===== config.mk =====
export PLATFORM = sky130hd
export DESIGN_NAME = mdio_management_master_unit_flat
export DESIGN_NICKNAME = d
export VERILOG_FILES = /design/src/design/mdio_mm_pkg.sv /design/src/design/mdio_mm_ifs.sv /design/src/design/mdio_management_master_unit.sv /design/src/flat_wrapper.sv
export SDC_FILE = /design/constraint.sdc
export NUM_CORES = 1
export LEC_CHECK = 0
export BUFFER_PORTS_ARGS = -buffer_cell sky130_fd_sc_hd__clkbuf_2
export CAP_MARGIN = 10
export CORE_UTILIZATION = 30
export DETAILED_ROUTE_END_ITERATION = 12
export PLACE_DENSITY = 0.45
export SLEW_MARGIN = 20
export SYNTH_ARGS = -nofsm -noshare
export SYNTH_HDL_FRONTEND = slang
export SYNTH_SLANG_ARGS = --single-unit

===== constraint.sdc =====
create_clock -name clk -period 3.7 [get_ports clk]
set_clock_uncertainty 0.05 [all_clocks]
set_input_delay 0.185 -clock clk [delete_from_list [all_inputs] [get_ports clk]]
set_output_delay 0.185 -clock clk [all_outputs]
set_load 0.01 [all_outputs]

===== src/design/mdio_mm_pkg.sv =====
// ----------------------------------------------------------------------------
// MDIO management master package
// Shared widths, frame constants and operation codes for the clause 22
// management master and its channel interfaces.
// ----------------------------------------------------------------------------
package mdio_mm_pkg;

  // Field widths of the request and response channels.
  localparam int unsigned OpW       = 2;
  localparam int unsigned AddrW     = 5;
  localparam int unsigned DataW     = 16;
  localparam int unsigned HalfW     = 16;

  // Frame layout: preamble ones, then start, opcode, addresses,
  // turnaround and data held in one 32-bit shift word.
  localparam int unsigned PreambleBits = 32;
  localparam int unsigned TailBits     = 32;
  localparam int unsigned TotalBits    = PreambleBits + TailBits;
  localparam int unsigned BitPosW      = $clog2(TotalBits + 1);
  localparam int unsigned TaPos        = PreambleBits + 14;
  localparam int unsigned DataPos      = PreambleBits + 16;

  // Reset value of the half-period register.
  localparam logic [HalfW-1:0] HalfPeriodReset = HalfW'(1000);

  // Operation codes of the request channel.
  localparam logic [OpW-1:0] OP_TICK  = 2'd0;
  localparam logic [OpW-1:0] OP_READ  = 2'd1;
  localparam logic [OpW-1:0] OP_WRITE = 2'd2;

  // Opcode fields placed in the frame.
  localparam logic [1:0] FRAME_START    = 2'b01;
  localparam logic [1:0] FRAME_OP_READ  = 2'b10;
  localparam logic [1:0] FRAME_OP_WRITE = 2'b01;
  localparam logic [1:0] FRAME_TA_WRITE = 2'b10;

endpackage


===== src/design/mdio_mm_ifs.sv =====
// ----------------------------------------------------------------------------
// MDIO management master channel interfaces
// Valid/ready channels carrying one time-base tick in and one status out.
// ----------------------------------------------------------------------------

// Request channel: one tick, optionally starting a transaction.
interface mdio_mm_req_if import mdio_mm_pkg::*; ();
  logic             valid;
  logic             ready;
  logic [OpW-1:0]   op;
  logic [AddrW-1:0] phy_addr;
  logic [AddrW-1:0] reg_addr;
  logic [DataW-1:0] write_data;
  logic             mdio_in;

  modport source (output valid, op, phy_addr, reg_addr, write_data, mdio_in,
                  input ready);
  modport sink   (input valid, op, phy_addr, reg_addr, write_data, mdio_in,
                  output ready);
endinterface

// Response channel: bus levels and status after one tick.
interface mdio_mm_rsp_if import mdio_mm_pkg::*; ();
  logic             valid;
  logic             ready;
  logic             mdc_level;
  logic             mdio_out;
  logic             mdio_drive;
  logic             busy_res;
  logic [DataW-1:0] read_data;
  logic             done_res;
  logic             rejected;

  modport source (output valid, mdc_level, mdio_out, mdio_drive, busy_res,
                  read_data, done_res, rejected, input ready);
  modport sink   (input valid, mdc_level, mdio_out, mdio_drive, busy_res,
                  read_data, done_res, rejected, output ready);
endinterface


===== src/design/mdio_management_master_unit.sv =====
// ----------------------------------------------------------------------------
// MDIO management master unit
// Clause 22 management-bus master driven by a stream of time-base ticks.
// ----------------------------------------------------------------------------
// Usage:
//   Each transaction on in_if is one tick of the time base. A tick with op
//   read or write starts a frame when the unit is idle; a start request while
//   a frame is running is ignored and flagged by rejected. Every accepted tick
//   produces exactly one transaction on out_if carrying the MDC level, the
//   data line drive enable and level, busy, done and the last read word.
//   cfg_we/cfg_wdata write the half period of MDC in ticks (0 acts as 1);
//   write it only while no frame is running.
//   The response to an accepted tick is registered and appears in the next
//   cycle. Throughput is one tick per cycle: the divider, bit counter and frame
//   shift word advance in one pass of logic ahead of the output register.
//   When out_if stalls, the output register holds the pending response and
//   in_if.ready drops, so no tick is lost or processed twice.
//   Reset clears the frame state and read word, releases the data line and
//   loads the half period with 1000 ticks.
// ----------------------------------------------------------------------------
module mdio_management_master_unit import mdio_mm_pkg::*; (
  input  logic             clk,
  input  logic             rst_n,
  mdio_mm_req_if.sink      in_if,
  mdio_mm_rsp_if.source    out_if,
  input  logic             cfg_we,
  input  logic [HalfW-1:0] cfg_wdata
);

  // Configuration and frame state.
  logic [HalfW-1:0]   half_period_r;
  logic [BitPosW-1:0] bit_pos_r,     bit_pos_nxt;
  logic               clock_high_r,  clock_high_nxt;
  logic [HalfW-1:0]   div_cnt_r,     div_cnt_nxt;
  logic [31:0]        frame_r,       frame_nxt;
  logic [DataW-1:0]   read_shift_r,  read_shift_nxt;
  logic               active_r,      active_nxt;
  logic               is_read_r,     is_read_nxt;
  logic               driving_r,     driving_nxt;
  logic [DataW-1:0]   last_read_r,   last_read_nxt;

  // Output register.
  logic               out_valid_r;
  logic               mdc_r,        mdc_nxt;
  logic               mdio_out_r,   mdio_out_nxt;
  logic               mdio_drive_r, mdio_drive_nxt;
  logic               done_r,       done_nxt;
  logic               rejected_r,   rejected_nxt;

  logic               in_fire;
  logic               request;
  logic               start_read;
  logic [HalfW:0]     div_inc;
  logic               div_wrap;
  logic [BitPosW-1:0] bit_pos_inc;
  logic [BitPosW-1:0] tail_idx;
  logic               line_level;

  // The next tick is taken whenever the output register is free or drains.
  assign in_if.ready = !out_valid_r || out_if.ready;
  assign in_fire     = in_if.valid && in_if.ready;
  assign request     = (in_if.op == OP_READ) || (in_if.op == OP_WRITE);
  assign start_read  = (in_if.op == OP_READ);
  assign div_inc     = {1'b0, div_cnt_r} + (HalfW+1)'(1);
  assign div_wrap    = div_inc >= {1'b0, half_period_r};
  assign bit_pos_inc = bit_pos_r + BitPosW'(1);

  // Frame sequencing for one tick.
  always_comb begin
    bit_pos_nxt    = bit_pos_r;
    clock_high_nxt = clock_high_r;
    div_cnt_nxt    = div_cnt_r;
    frame_nxt      = frame_r;
    read_shift_nxt = read_shift_r;
    active_nxt     = active_r;
    is_read_nxt    = is_read_r;
    driving_nxt    = driving_r;
    last_read_nxt  = last_read_r;
    done_nxt       = 1'b0;
    rejected_nxt   = 1'b0;
    if (active_r) begin
      rejected_nxt = request;
      if (div_wrap) begin
        div_cnt_nxt = '0;
        if (!clock_high_r) begin
          // Rising edge of MDC: sample a read data bit seen while MDC was low.
          if (is_read_r && (bit_pos_r >= BitPosW'(DataPos))) begin
            read_shift_nxt = {read_shift_r[DataW-2:0], in_if.mdio_in};
          end
          clock_high_nxt = 1'b1;
        end else begin
          // Falling edge of MDC: move to the next bit or end the frame.
          clock_high_nxt = 1'b0;
          if ({1'b0, bit_pos_inc} >= (BitPosW+1)'(TotalBits)) begin
            active_nxt  = 1'b0;
            driving_nxt = 1'b0;
            bit_pos_nxt = '0;
            done_nxt    = 1'b1;
            if (is_read_r) begin
              last_read_nxt = read_shift_r;
            end
          end else begin
            bit_pos_nxt = bit_pos_inc;
            driving_nxt = !(is_read_r && (bit_pos_inc >= BitPosW'(TaPos)));
          end
        end
      end else begin
        div_cnt_nxt = div_inc[HalfW-1:0];
      end
    end else if (request) begin
      // Start of a frame: load the shift word and begin bit 0 low.
      is_read_nxt    = start_read;
      frame_nxt      = {FRAME_START,
                        start_read ? FRAME_OP_READ : FRAME_OP_WRITE,
                        in_if.phy_addr, in_if.reg_addr,
                        start_read ? 2'b00 : FRAME_TA_WRITE,
                        start_read ? '0 : in_if.write_data};
      read_shift_nxt = '0;
      bit_pos_nxt    = '0;
      clock_high_nxt = 1'b0;
      div_cnt_nxt    = '0;
      active_nxt     = 1'b1;
      driving_nxt    = 1'b1;
    end
  end

  // Data line level for the bit now on the bus.
  always_comb begin
    tail_idx   = bit_pos_nxt - BitPosW'(PreambleBits);
    line_level = 1'b0;
    if (bit_pos_nxt < BitPosW'(PreambleBits)) begin
      line_level = 1'b1;
    end else if (tail_idx < BitPosW'(TailBits)) begin
      line_level = frame_nxt[5'd31 - tail_idx[4:0]];
    end
  end

  // Response fields as seen after this tick.
  always_comb begin
    mdc_nxt        = active_nxt && clock_high_nxt;
    mdio_drive_nxt = active_nxt && driving_nxt;
    mdio_out_nxt   = active_nxt && driving_nxt && line_level;
  end

  // Configuration register.
  always_ff @(posedge clk) begin
    if (!rst_n) begin
      half_period_r <= HalfPeriodReset;
    end else if (cfg_we) begin
      half_period_r <= cfg_wdata;
    end
  end

  // State and output registers advance once per accepted tick.
  always_ff @(posedge clk) begin
    if (!rst_n) begin
      bit_pos_r    <= '0;
      clock_high_r <= 1'b0;
      div_cnt_r    <= '0;
      frame_r      <= '0;
      read_shift_r <= '0;
      active_r     <= 1'b0;
      is_read_r    <= 1'b0;
      driving_r    <= 1'b0;
      last_read_r  <= '0;
      out_valid_r  <= 1'b0;
      mdc_r        <= 1'b0;
      mdio_out_r   <= 1'b0;
      mdio_drive_r <= 1'b0;
      done_r       <= 1'b0;
      rejected_r   <= 1'b0;
    end else begin
      if (in_fire) begin
        bit_pos_r    <= bit_pos_nxt;
        clock_high_r <= clock_high_nxt;
        div_cnt_r    <= div_cnt_nxt;
        frame_r      <= frame_nxt;
        read_shift_r <= read_shift_nxt;
        active_r     <= active_nxt;
        is_read_r    <= is_read_nxt;
        driving_r    <= driving_nxt;
        last_read_r  <= last_read_nxt;
        mdc_r        <= mdc_nxt;
        mdio_out_r   <= mdio_out_nxt;
        mdio_drive_r <= mdio_drive_nxt;
        done_r       <= done_nxt;
        rejected_r   <= rejected_nxt;
        out_valid_r  <= 1'b1;
      end else if (out_if.ready) begin
        out_valid_r  <= 1'b0;
      end
    end
  end

  assign out_if.valid      = out_valid_r;
  assign out_if.mdc_level  = mdc_r;
  assign out_if.mdio_out   = mdio_out_r;
  assign out_if.mdio_drive = mdio_drive_r;
  assign out_if.busy_res   = active_r;
  assign out_if.read_data  = last_read_r;
  assign out_if.done_res   = done_r;
  assign out_if.rejected   = rejected_r;

  // A finished frame is never reported as still busy.
  assert property (@(posedge clk) disable iff (!rst_n)
    out_valid_r && done_r |-> !active_r)
    else $error("done reported while frame still active");

  // The data line is never driven high while released.
  assert property (@(posedge clk) disable iff (!rst_n)
    mdio_out_r |-> mdio_drive_r)
    else $error("data level set while line released");

  // A start request during a frame, on a tick where the divider does not wrap, is flagged and leaves the frame running.
  assert property (@(posedge clk) disable iff (!rst_n)
    in_fire && request && active_r && !div_wrap |=> rejected_r && active_r)
    else $error("busy start request not rejected");

  // The MDC level only changes when the divider wraps.
  assert property (@(posedge clk) disable iff (!rst_n)
    in_fire && active_r && !div_wrap |=> $stable(clock_high_r))
    else $error("MDC toggled without divider wrap");

endmodule


===== src/flat_wrapper.sv =====
// flat-port wrapper written by rule: the top's interface ports become plain ports
module mdio_management_master_unit_flat import mdio_mm_pkg::*;
  (clk, rst_n, cfg_we, cfg_wdata, in_if_valid, in_if_op, in_if_phy_addr, in_if_reg_addr, in_if_write_data, in_if_mdio_in, in_if_ready, out_if_valid, out_if_mdc_level, out_if_mdio_out, out_if_mdio_drive, out_if_busy_res, out_if_read_data, out_if_done_res, out_if_rejected, out_if_ready);
  mdio_mm_req_if in_if_i ();
  mdio_mm_rsp_if out_if_i ();
  input  logic clk;
  input  logic rst_n;
  input  logic cfg_we;
  input  logic [HalfW-1:0] cfg_wdata;
  input wire logic [$bits(in_if_i.valid)-1:0] in_if_valid;
  input wire logic [$bits(in_if_i.op)-1:0] in_if_op;
  input wire logic [$bits(in_if_i.phy_addr)-1:0] in_if_phy_addr;
  input wire logic [$bits(in_if_i.reg_addr)-1:0] in_if_reg_addr;
  input wire logic [$bits(in_if_i.write_data)-1:0] in_if_write_data;
  input wire logic [$bits(in_if_i.mdio_in)-1:0] in_if_mdio_in;
  output wire logic [$bits(in_if_i.ready)-1:0] in_if_ready;
  output wire logic [$bits(out_if_i.valid)-1:0] out_if_valid;
  output wire logic [$bits(out_if_i.mdc_level)-1:0] out_if_mdc_level;
  output wire logic [$bits(out_if_i.mdio_out)-1:0] out_if_mdio_out;
  output wire logic [$bits(out_if_i.mdio_drive)-1:0] out_if_mdio_drive;
  output wire logic [$bits(out_if_i.busy_res)-1:0] out_if_busy_res;
  output wire logic [$bits(out_if_i.read_data)-1:0] out_if_read_data;
  output wire logic [$bits(out_if_i.done_res)-1:0] out_if_done_res;
  output wire logic [$bits(out_if_i.rejected)-1:0] out_if_rejected;
  input wire logic [$bits(out_if_i.ready)-1:0] out_if_ready;
  assign in_if_i.valid = in_if_valid;
  assign in_if_i.op = in_if_op;
  assign in_if_i.phy_addr = in_if_phy_addr;
  assign in_if_i.reg_addr = in_if_reg_addr;
  assign in_if_i.write_data = in_if_write_data;
  assign in_if_i.mdio_in = in_if_mdio_in;
  assign in_if_ready = in_if_i.ready;
  assign out_if_valid = out_if_i.valid;
  assign out_if_mdc_level = out_if_i.mdc_level;
  assign out_if_mdio_out = out_if_i.mdio_out;
  assign out_if_mdio_drive = out_if_i.mdio_drive;
  assign out_if_busy_res = out_if_i.busy_res;
  assign out_if_read_data = out_if_i.read_data;
  assign out_if_done_res = out_if_i.done_res;
  assign out_if_rejected = out_if_i.rejected;
  assign out_if_i.ready = out_if_ready;
  mdio_management_master_unit u_core (.clk(clk), .rst_n(rst_n), .in_if(in_if_i), .out_if(out_if_i), .cfg_we(cfg_we), .cfg_wdata(cfg_wdata));
endmodule

* After elaboration in Yosys (flattened, before gate mapping) *
Index checks and enable logic that the tools add are counted.

storage, ports and cells
  logic and storage cells = 91
  bits in registers = 113
  input bits = 50
  output and inout bits = 24

cells by class
  $lt $le $gt $ge = 7
  equal/unequal tests = 5
  add/sub/neg operators = 4
  muxes and demuxes = 42
  reduce and logical (&&, ||, !) cells = 16
  bitwise operators = 1

operators by type and width
  cell                     count
  $mux W16                 8
  $mux W32                 2
  $mux W7                  5
  $mux W1                  24
  $add A16 B1 Y17 const B  1
  $ge A17 B16 Y1           1
  $ge A7 B6 Y1 const B     2
  $lt A7 B6 Y1 const B     2
  $add A7 B1 Y7 const B    1
  $ge A7 B7 Y1 const B     1
  $sub A7 B6 Y7 const B    1
  $logic_and A1 B1 Y1      6
  $lt A5 B6 Y1 const B     1
  $ne A2 B2 Y1 const B     3
  $reduce_and A6 Y1        1
  $bmux W1 S5              1
  $reduce_and A5 Y1        1
  $sub A5 B5 Y5 const A    1
  $mux W2                  2
  $reduce_bool A2 Y1       2
  $reduce_and A3 Y1        1
  $eq A2 B1 Y1 const B     1
  $eq A2 B2 Y1 const B     1
  $logic_not A1 Y1         2
  other kinds (3)          4

* Logic depth before layout (Yosys ltp) *
  word-level depth = 13
  mapped depth = 19
  mapped depth without buffers = 18

* Worst setup path after synthesis *
OpenSTA, ideal clock, no wires.

  path kind = register to register
  from = register u_core.div_cnt_r[2]
  to = register u_core.mdio_out_r, in the netlist u_core.out_if.mdio_out
  stages on the path, launching flop included = 19
  arrival time = 3835 ps
  required time = 3576 ps
  library setup time = 74 ps
  setup slack = -259 ps
  cells stage by stage = dfxtp_1 nand3_1 nor2_1 nand3_1 nor2_1 nand3_1 xnor2_1 ha_1 nand2_1 nor2_1 a211oi_2 inv_2 o2111a_1 o21ai_1 o211a_1 nor2_1 o21a_1 o32a_1 a31oi_1

on the way
  word-level cells in the longest chain between the ends = 11
  elaborated cells between the ends (all ways) = 18
  those cells by class = 3 x add/sub; 3 x order compare; 10 x mux; 2 x reduce/logical

ends and longest elaborated chain
  element                        RTL line                            text
  start: declaration             mdio_management_master_unit.sv:34   logic [HalfW-1:0] div_cnt_r, div_cnt_nxt;
  start signal: assignment       mdio_management_master_unit.sv:176  div_cnt_r <= div_cnt_nxt;
  $add A16 B1 Y17 (*)            mdio_management_master_unit.sv:64   assign div_inc = {1'b0, div_cnt_r} + (HalfW+1)'(1);
  $ge A17 B16 Y1 (*)             mdio_management_master_unit.sv:65   assign div_wrap = div_inc >= {1'b0, half_period_r};
  $mux W7                        mdio_management_master_unit.sv:83   if (div_wrap) begin
  $mux W7                        mdio_management_master_unit.sv:81   if (active_r) begin
  $sub A7 B6 Y7                  mdio_management_master_unit.sv:129  tail_idx = bit_pos_nxt - BitPosW'(PreambleBits);
  $sub A5 B5 Y5                  mdio_management_master_unit.sv:134  line_level = frame_nxt[5'd31 - tail_idx[4:0]];
  $bmux W1 S5                    mdio_management_master_unit.sv:134
  $mux W1 (implied by the code)  mdio_management_master_unit.sv:134
  $mux W1                        mdio_management_master_unit.sv:133  end else if (tail_idx < BitPosW'(TailBits)) begin
  $mux W1                        mdio_management_master_unit.sv:131  if (bit_pos_nxt < BitPosW'(PreambleBits)) begin
  $logic_and A1 B1 Y1 (*)        mdio_management_master_unit.sv:142  mdio_out_nxt = active_nxt && driving_nxt && line_level;
  end signal: assignment         mdio_management_master_unit.sv:184  mdio_out_r <= mdio_out_nxt;
  end: declaration               mdio_management_master_unit.sv:45   logic mdio_out_r, mdio_out_nxt;

Every way passes the cells marked *; elsewhere a longest branch is shown, timed or not. The select of a mux whose other input is x is not followed.
A chain may end at the register's enable or synchronous reset.

* Final worst setup path *
  from = register u_core.div_cnt_r[6]
  to = register u_core.mdio_out_r, in the netlist u_core.out_if.mdio_out

The elaborated chain is that of the path after synthesis.

==> results.sh <==
export IMPL_status="complete, but fails checks"
export IMPL_violations="setup timing"
export IMPL_fin_tns_setup_ns=-0.0553
export IMPL_vdd_drop_max_v=0.000270
export IMPL_r2r_setup_slack_ns=-0.06
export IMPL_critical_path_max_fanout=5
export IMPL_rows=51
export IMPL_drc=0
export IMPL_cts_root_buf="clkbuf_16"
export IMPL_dieHeight_um=145
export IMPL_synth_main_ff_cell="dfxtp_1"
export IMPL_start_kind="flip-flop"
export IMPL_setup_ws_ns=-0.0553
export IMPL_worstSetupPathType="flip-flop to flip-flop"
export IMPL_cts_num_sinks=113
export IMPL_ant_nets=0
export IMPL_antenna_found_initial=0
export IMPL_clk_path_buf_depth=2
export IMPL_hold_viol_final=0
export IMPL_avgSynthCellArea_sq_um=8.74
export IMPL_dp_slack_ns=-0.174
export IMPL_syn_area_sq_um=6110
export IMPL_grt_overflow=0
export IMPL_yosysMostFrequentCell="dfxtp_1"
export IMPL_drt_iter0_drc=177
export IMPL_via_per_inst=4.85
export IMPL_synthArstFlopShare_pct=0
export IMPL_cpMaxStageDelayCell="dfxtp_4"
export IMPL_fillers=1997
export IMPL_fin_hold_ws_ns=0.0982
export IMPL_grt_pass1_wl_um=26700
export IMPL_grt_setup_unrepaired="true"
export IMPL_dr_pass1_iters=5
export IMPL_synth_top_area_share_pct=37.0
export IMPL_vias=5496
export IMPL_synthCells=699
export IMPL_ys_seq_area_share_pct=37.0
export IMPL_fin_cells=1133
export IMPL_io_pins=74
export IMPL_place_congestion=0.838
export IMPL_synth_area_leaders="dfxtp_1 37%, mux2i_1 6.9%, nor2b_1 6.3%"
export IMPL_drv_cap=0
export IMPL_fmax_mhz=266
export IMPL_dp_hpwl_um=11800
export IMPL_grt_usage_pct=16.6
export IMPL_drv_slew=0
export IMPL_initial_core_util_pct=31.0
export IMPL_syn_nets=769
export IMPL_insertedDiodeCount=0
export IMPL_arrival_ns=4.05
export IMPL_slew_limit_headroom_pct=48.6
export IMPL_yosys_warnings=0
export IMPL_period_needed_ns=3.76
export IMPL_die_width_um=145
export IMPL_final_nets=925
export IMPL_clock_latency_ns=0.42
export IMPL_worstMarginPinSlew_ns=0.772
export IMPL_cp_cell_sequence="nand4_4 -> buf_4 -> nor3_2 -> xor2_1 -> ha_1 -> nand4_1 -> o22ai_1 -> a211o_1 -> o21a_2 -> o21ai_4 -> a311oi_2 -> buf_4 -> buf_4 -> mux2i_2 -> mux2i_2 -> nor4_2 -> nor3_1 -> a31oi_1"
export IMPL_synth_edf_count=0
export IMPL_final_util_pct=42.3
export IMPL_grt_max_degree=70
export IMPL_cp_end_kind="flip-flop"
export IMPL_ys_seq_elements=113
export IMPL_core_sq_um=19700
export IMPL_final_period_utilization_pct=101
export IMPL_ys_top_cells_by_count="113 x dfxtp_1, 80 x nand2_1, 62 x nor2b_1, 42 x mux2i_1, 38 x clkbuf_1"
export IMPL_syn2layout_area_growth_pct=36.6
export IMPL_clk_pin_slew_ns=0.06
export IMPL_holdCritPathClass="input pin to flip-flop"
export IMPL_ys_types=71
export IMPL_htreeDepth=4
export IMPL_wl_per_cell_um=14.8
export IMPL_setup_viol=1
export IMPL_crit_top_cell="buf_4"
export IMPL_slowest_delay_ns=0.36
export IMPL_p_leak_nw=3.40
export IMPL_place_inst=1053
export IMPL_p_per_area_nw_per_um2=372
export IMPL_cts_buffers=17
export IMPL_crit_required_ns=3.99
export IMPL_yosysTopAreaCell="dfxtp_1"
export IMPL_port_buffers=73
export IMPL_grt_pass1_vias=5379
export IMPL_dieArea_sq_um=20900
export IMPL_drive_gt1_share_pct=28.8
export IMPL_cts_tree="built"
export IMPL_totalWireLength_um=16800
[critical path, delay by kind of cell (launching register included)]
kind / cells / cell delay [ns]
xor+xnor: 1 / 0.22
fa+ha+maj: 1 / 0.28
compound gates: 6 / 1.20
simple gates: 5 / 0.78
buf+inv: 3 / 0.50
mux: 2 / 0.29
flops: 1 / 0.36
[power by group]
group | total, W | switching [W] | internal (W)
Combinational | 0.000324 | 0.000175 | 0.000149
Sequential | 0.00127 | 0.0000185 | 0.00125
Clock | 0.00151 | 0.000617 | 0.000898
[per-layer routing]
layer,up-vias,global-route usage [%],part of all wire (%)
li1,2776,-,-
met1,2621,19.3,45
met2,79,29.6,51
met3,20,4.08,2.8
met4,0,5.26,1.6
met5,-,0,0
[state kept, by name, summed over array words and instances, names as in the netlist, 7 cells and up]
signal	flops
u_core.frame_r	32
u_core.bit_pos_r	7
u_core.div_cnt_r	16
u_core.read_shift_r	16
u_core.out_if.read_data	16
u_core.half_period_r	16
[placed cells by master, fill, tap and decap left out, types with 3 or more instances in the layout]
cell,count
nand3_1,18
a31oi_1,4
clkbuf_2,73
a22oi_2,11
dfxtp_2,5
nand4_1,8
ha_1,19
mux2i_1,38
nand2b_1,7
and3_1,7
nor2_1,28
a211oi_1,7
a21boi_0,26
dfxtp_1,106
clkbuf_16,17
buf_6,3
a22oi_1,18
a32oi_1,4
xnor2_1,7
nor2_4,4
o21ai_0,19
nor3b_1,4
o211ai_1,7
clkinvlp_4,5
nor2b_1,62
a21boi_1,6
and2_1,9
mux2i_2,4
buf_4,66
xor2_1,7
mux2_2,4
o21a_1,3
nand3b_1,12
a21oi_1,17
dlygate4sd3_1,40
nand2_1,80
nor3_1,8
inv_1,24
inv_6,5
[final timing paths]
check | from | to | cells after the start
max | u_core.div_cnt_r[6] | u_core.out_if.mdio_out | 18
min | out_if_ready | u_core.out_if.valid | 3
max reg2reg | u_core.div_cnt_r[6] | u_core.out_if.mdio_out | 18
min reg2reg | u_core.frame_r[25] | u_core.frame_r[25] | 2
[area by class of cell]
cell class,instances,area (sq um),share of cell area [%]
multi-input combinational,514,3750,45.0
sequential,113,2280,27.3
timing repair buffer,184,1340,16.0
clock buffer,19,453,5.43
tap,265,332,3.97
clock inverter,13,100,1.20
inverter,25,93.8,1.12
[through the flow]
step	total power, W	cell area (sq um)
after floorplan	0.00148	6140
after global placement	0.00157	7070
after detailed placement	0.00158	7070
after CTS	0.00315	8110
after global routing	0.00325	8340
final	0.00311	8340
[repair_timing]
item,4_1_cts,5_1_grt
setup endpoints to repair,17,24
gates cloned,0,2
hold buffers,40,0
buffers inserted,2,4
gates resized for setup,16,51
hold endpoints to repair,40,0
pin swaps,7,30
[kinds of logic after synthesis]
kind of cell / count (synthesis) / share of synthesized area (%)
adder cells (fa/ha/maj): 20 / 4.10
AND/OR/NAND/NOR: 273 / 24.0
multiplexers: 49 / 8.17
buffers and inverters: 73 / 6.10
XOR/XNOR: 16 / 2.29
flip-flops: 113 / 37.0
AO/OA/AOI/OAI: 155 / 18.3
Note: power is estimated with default switching activity, not from simulation.
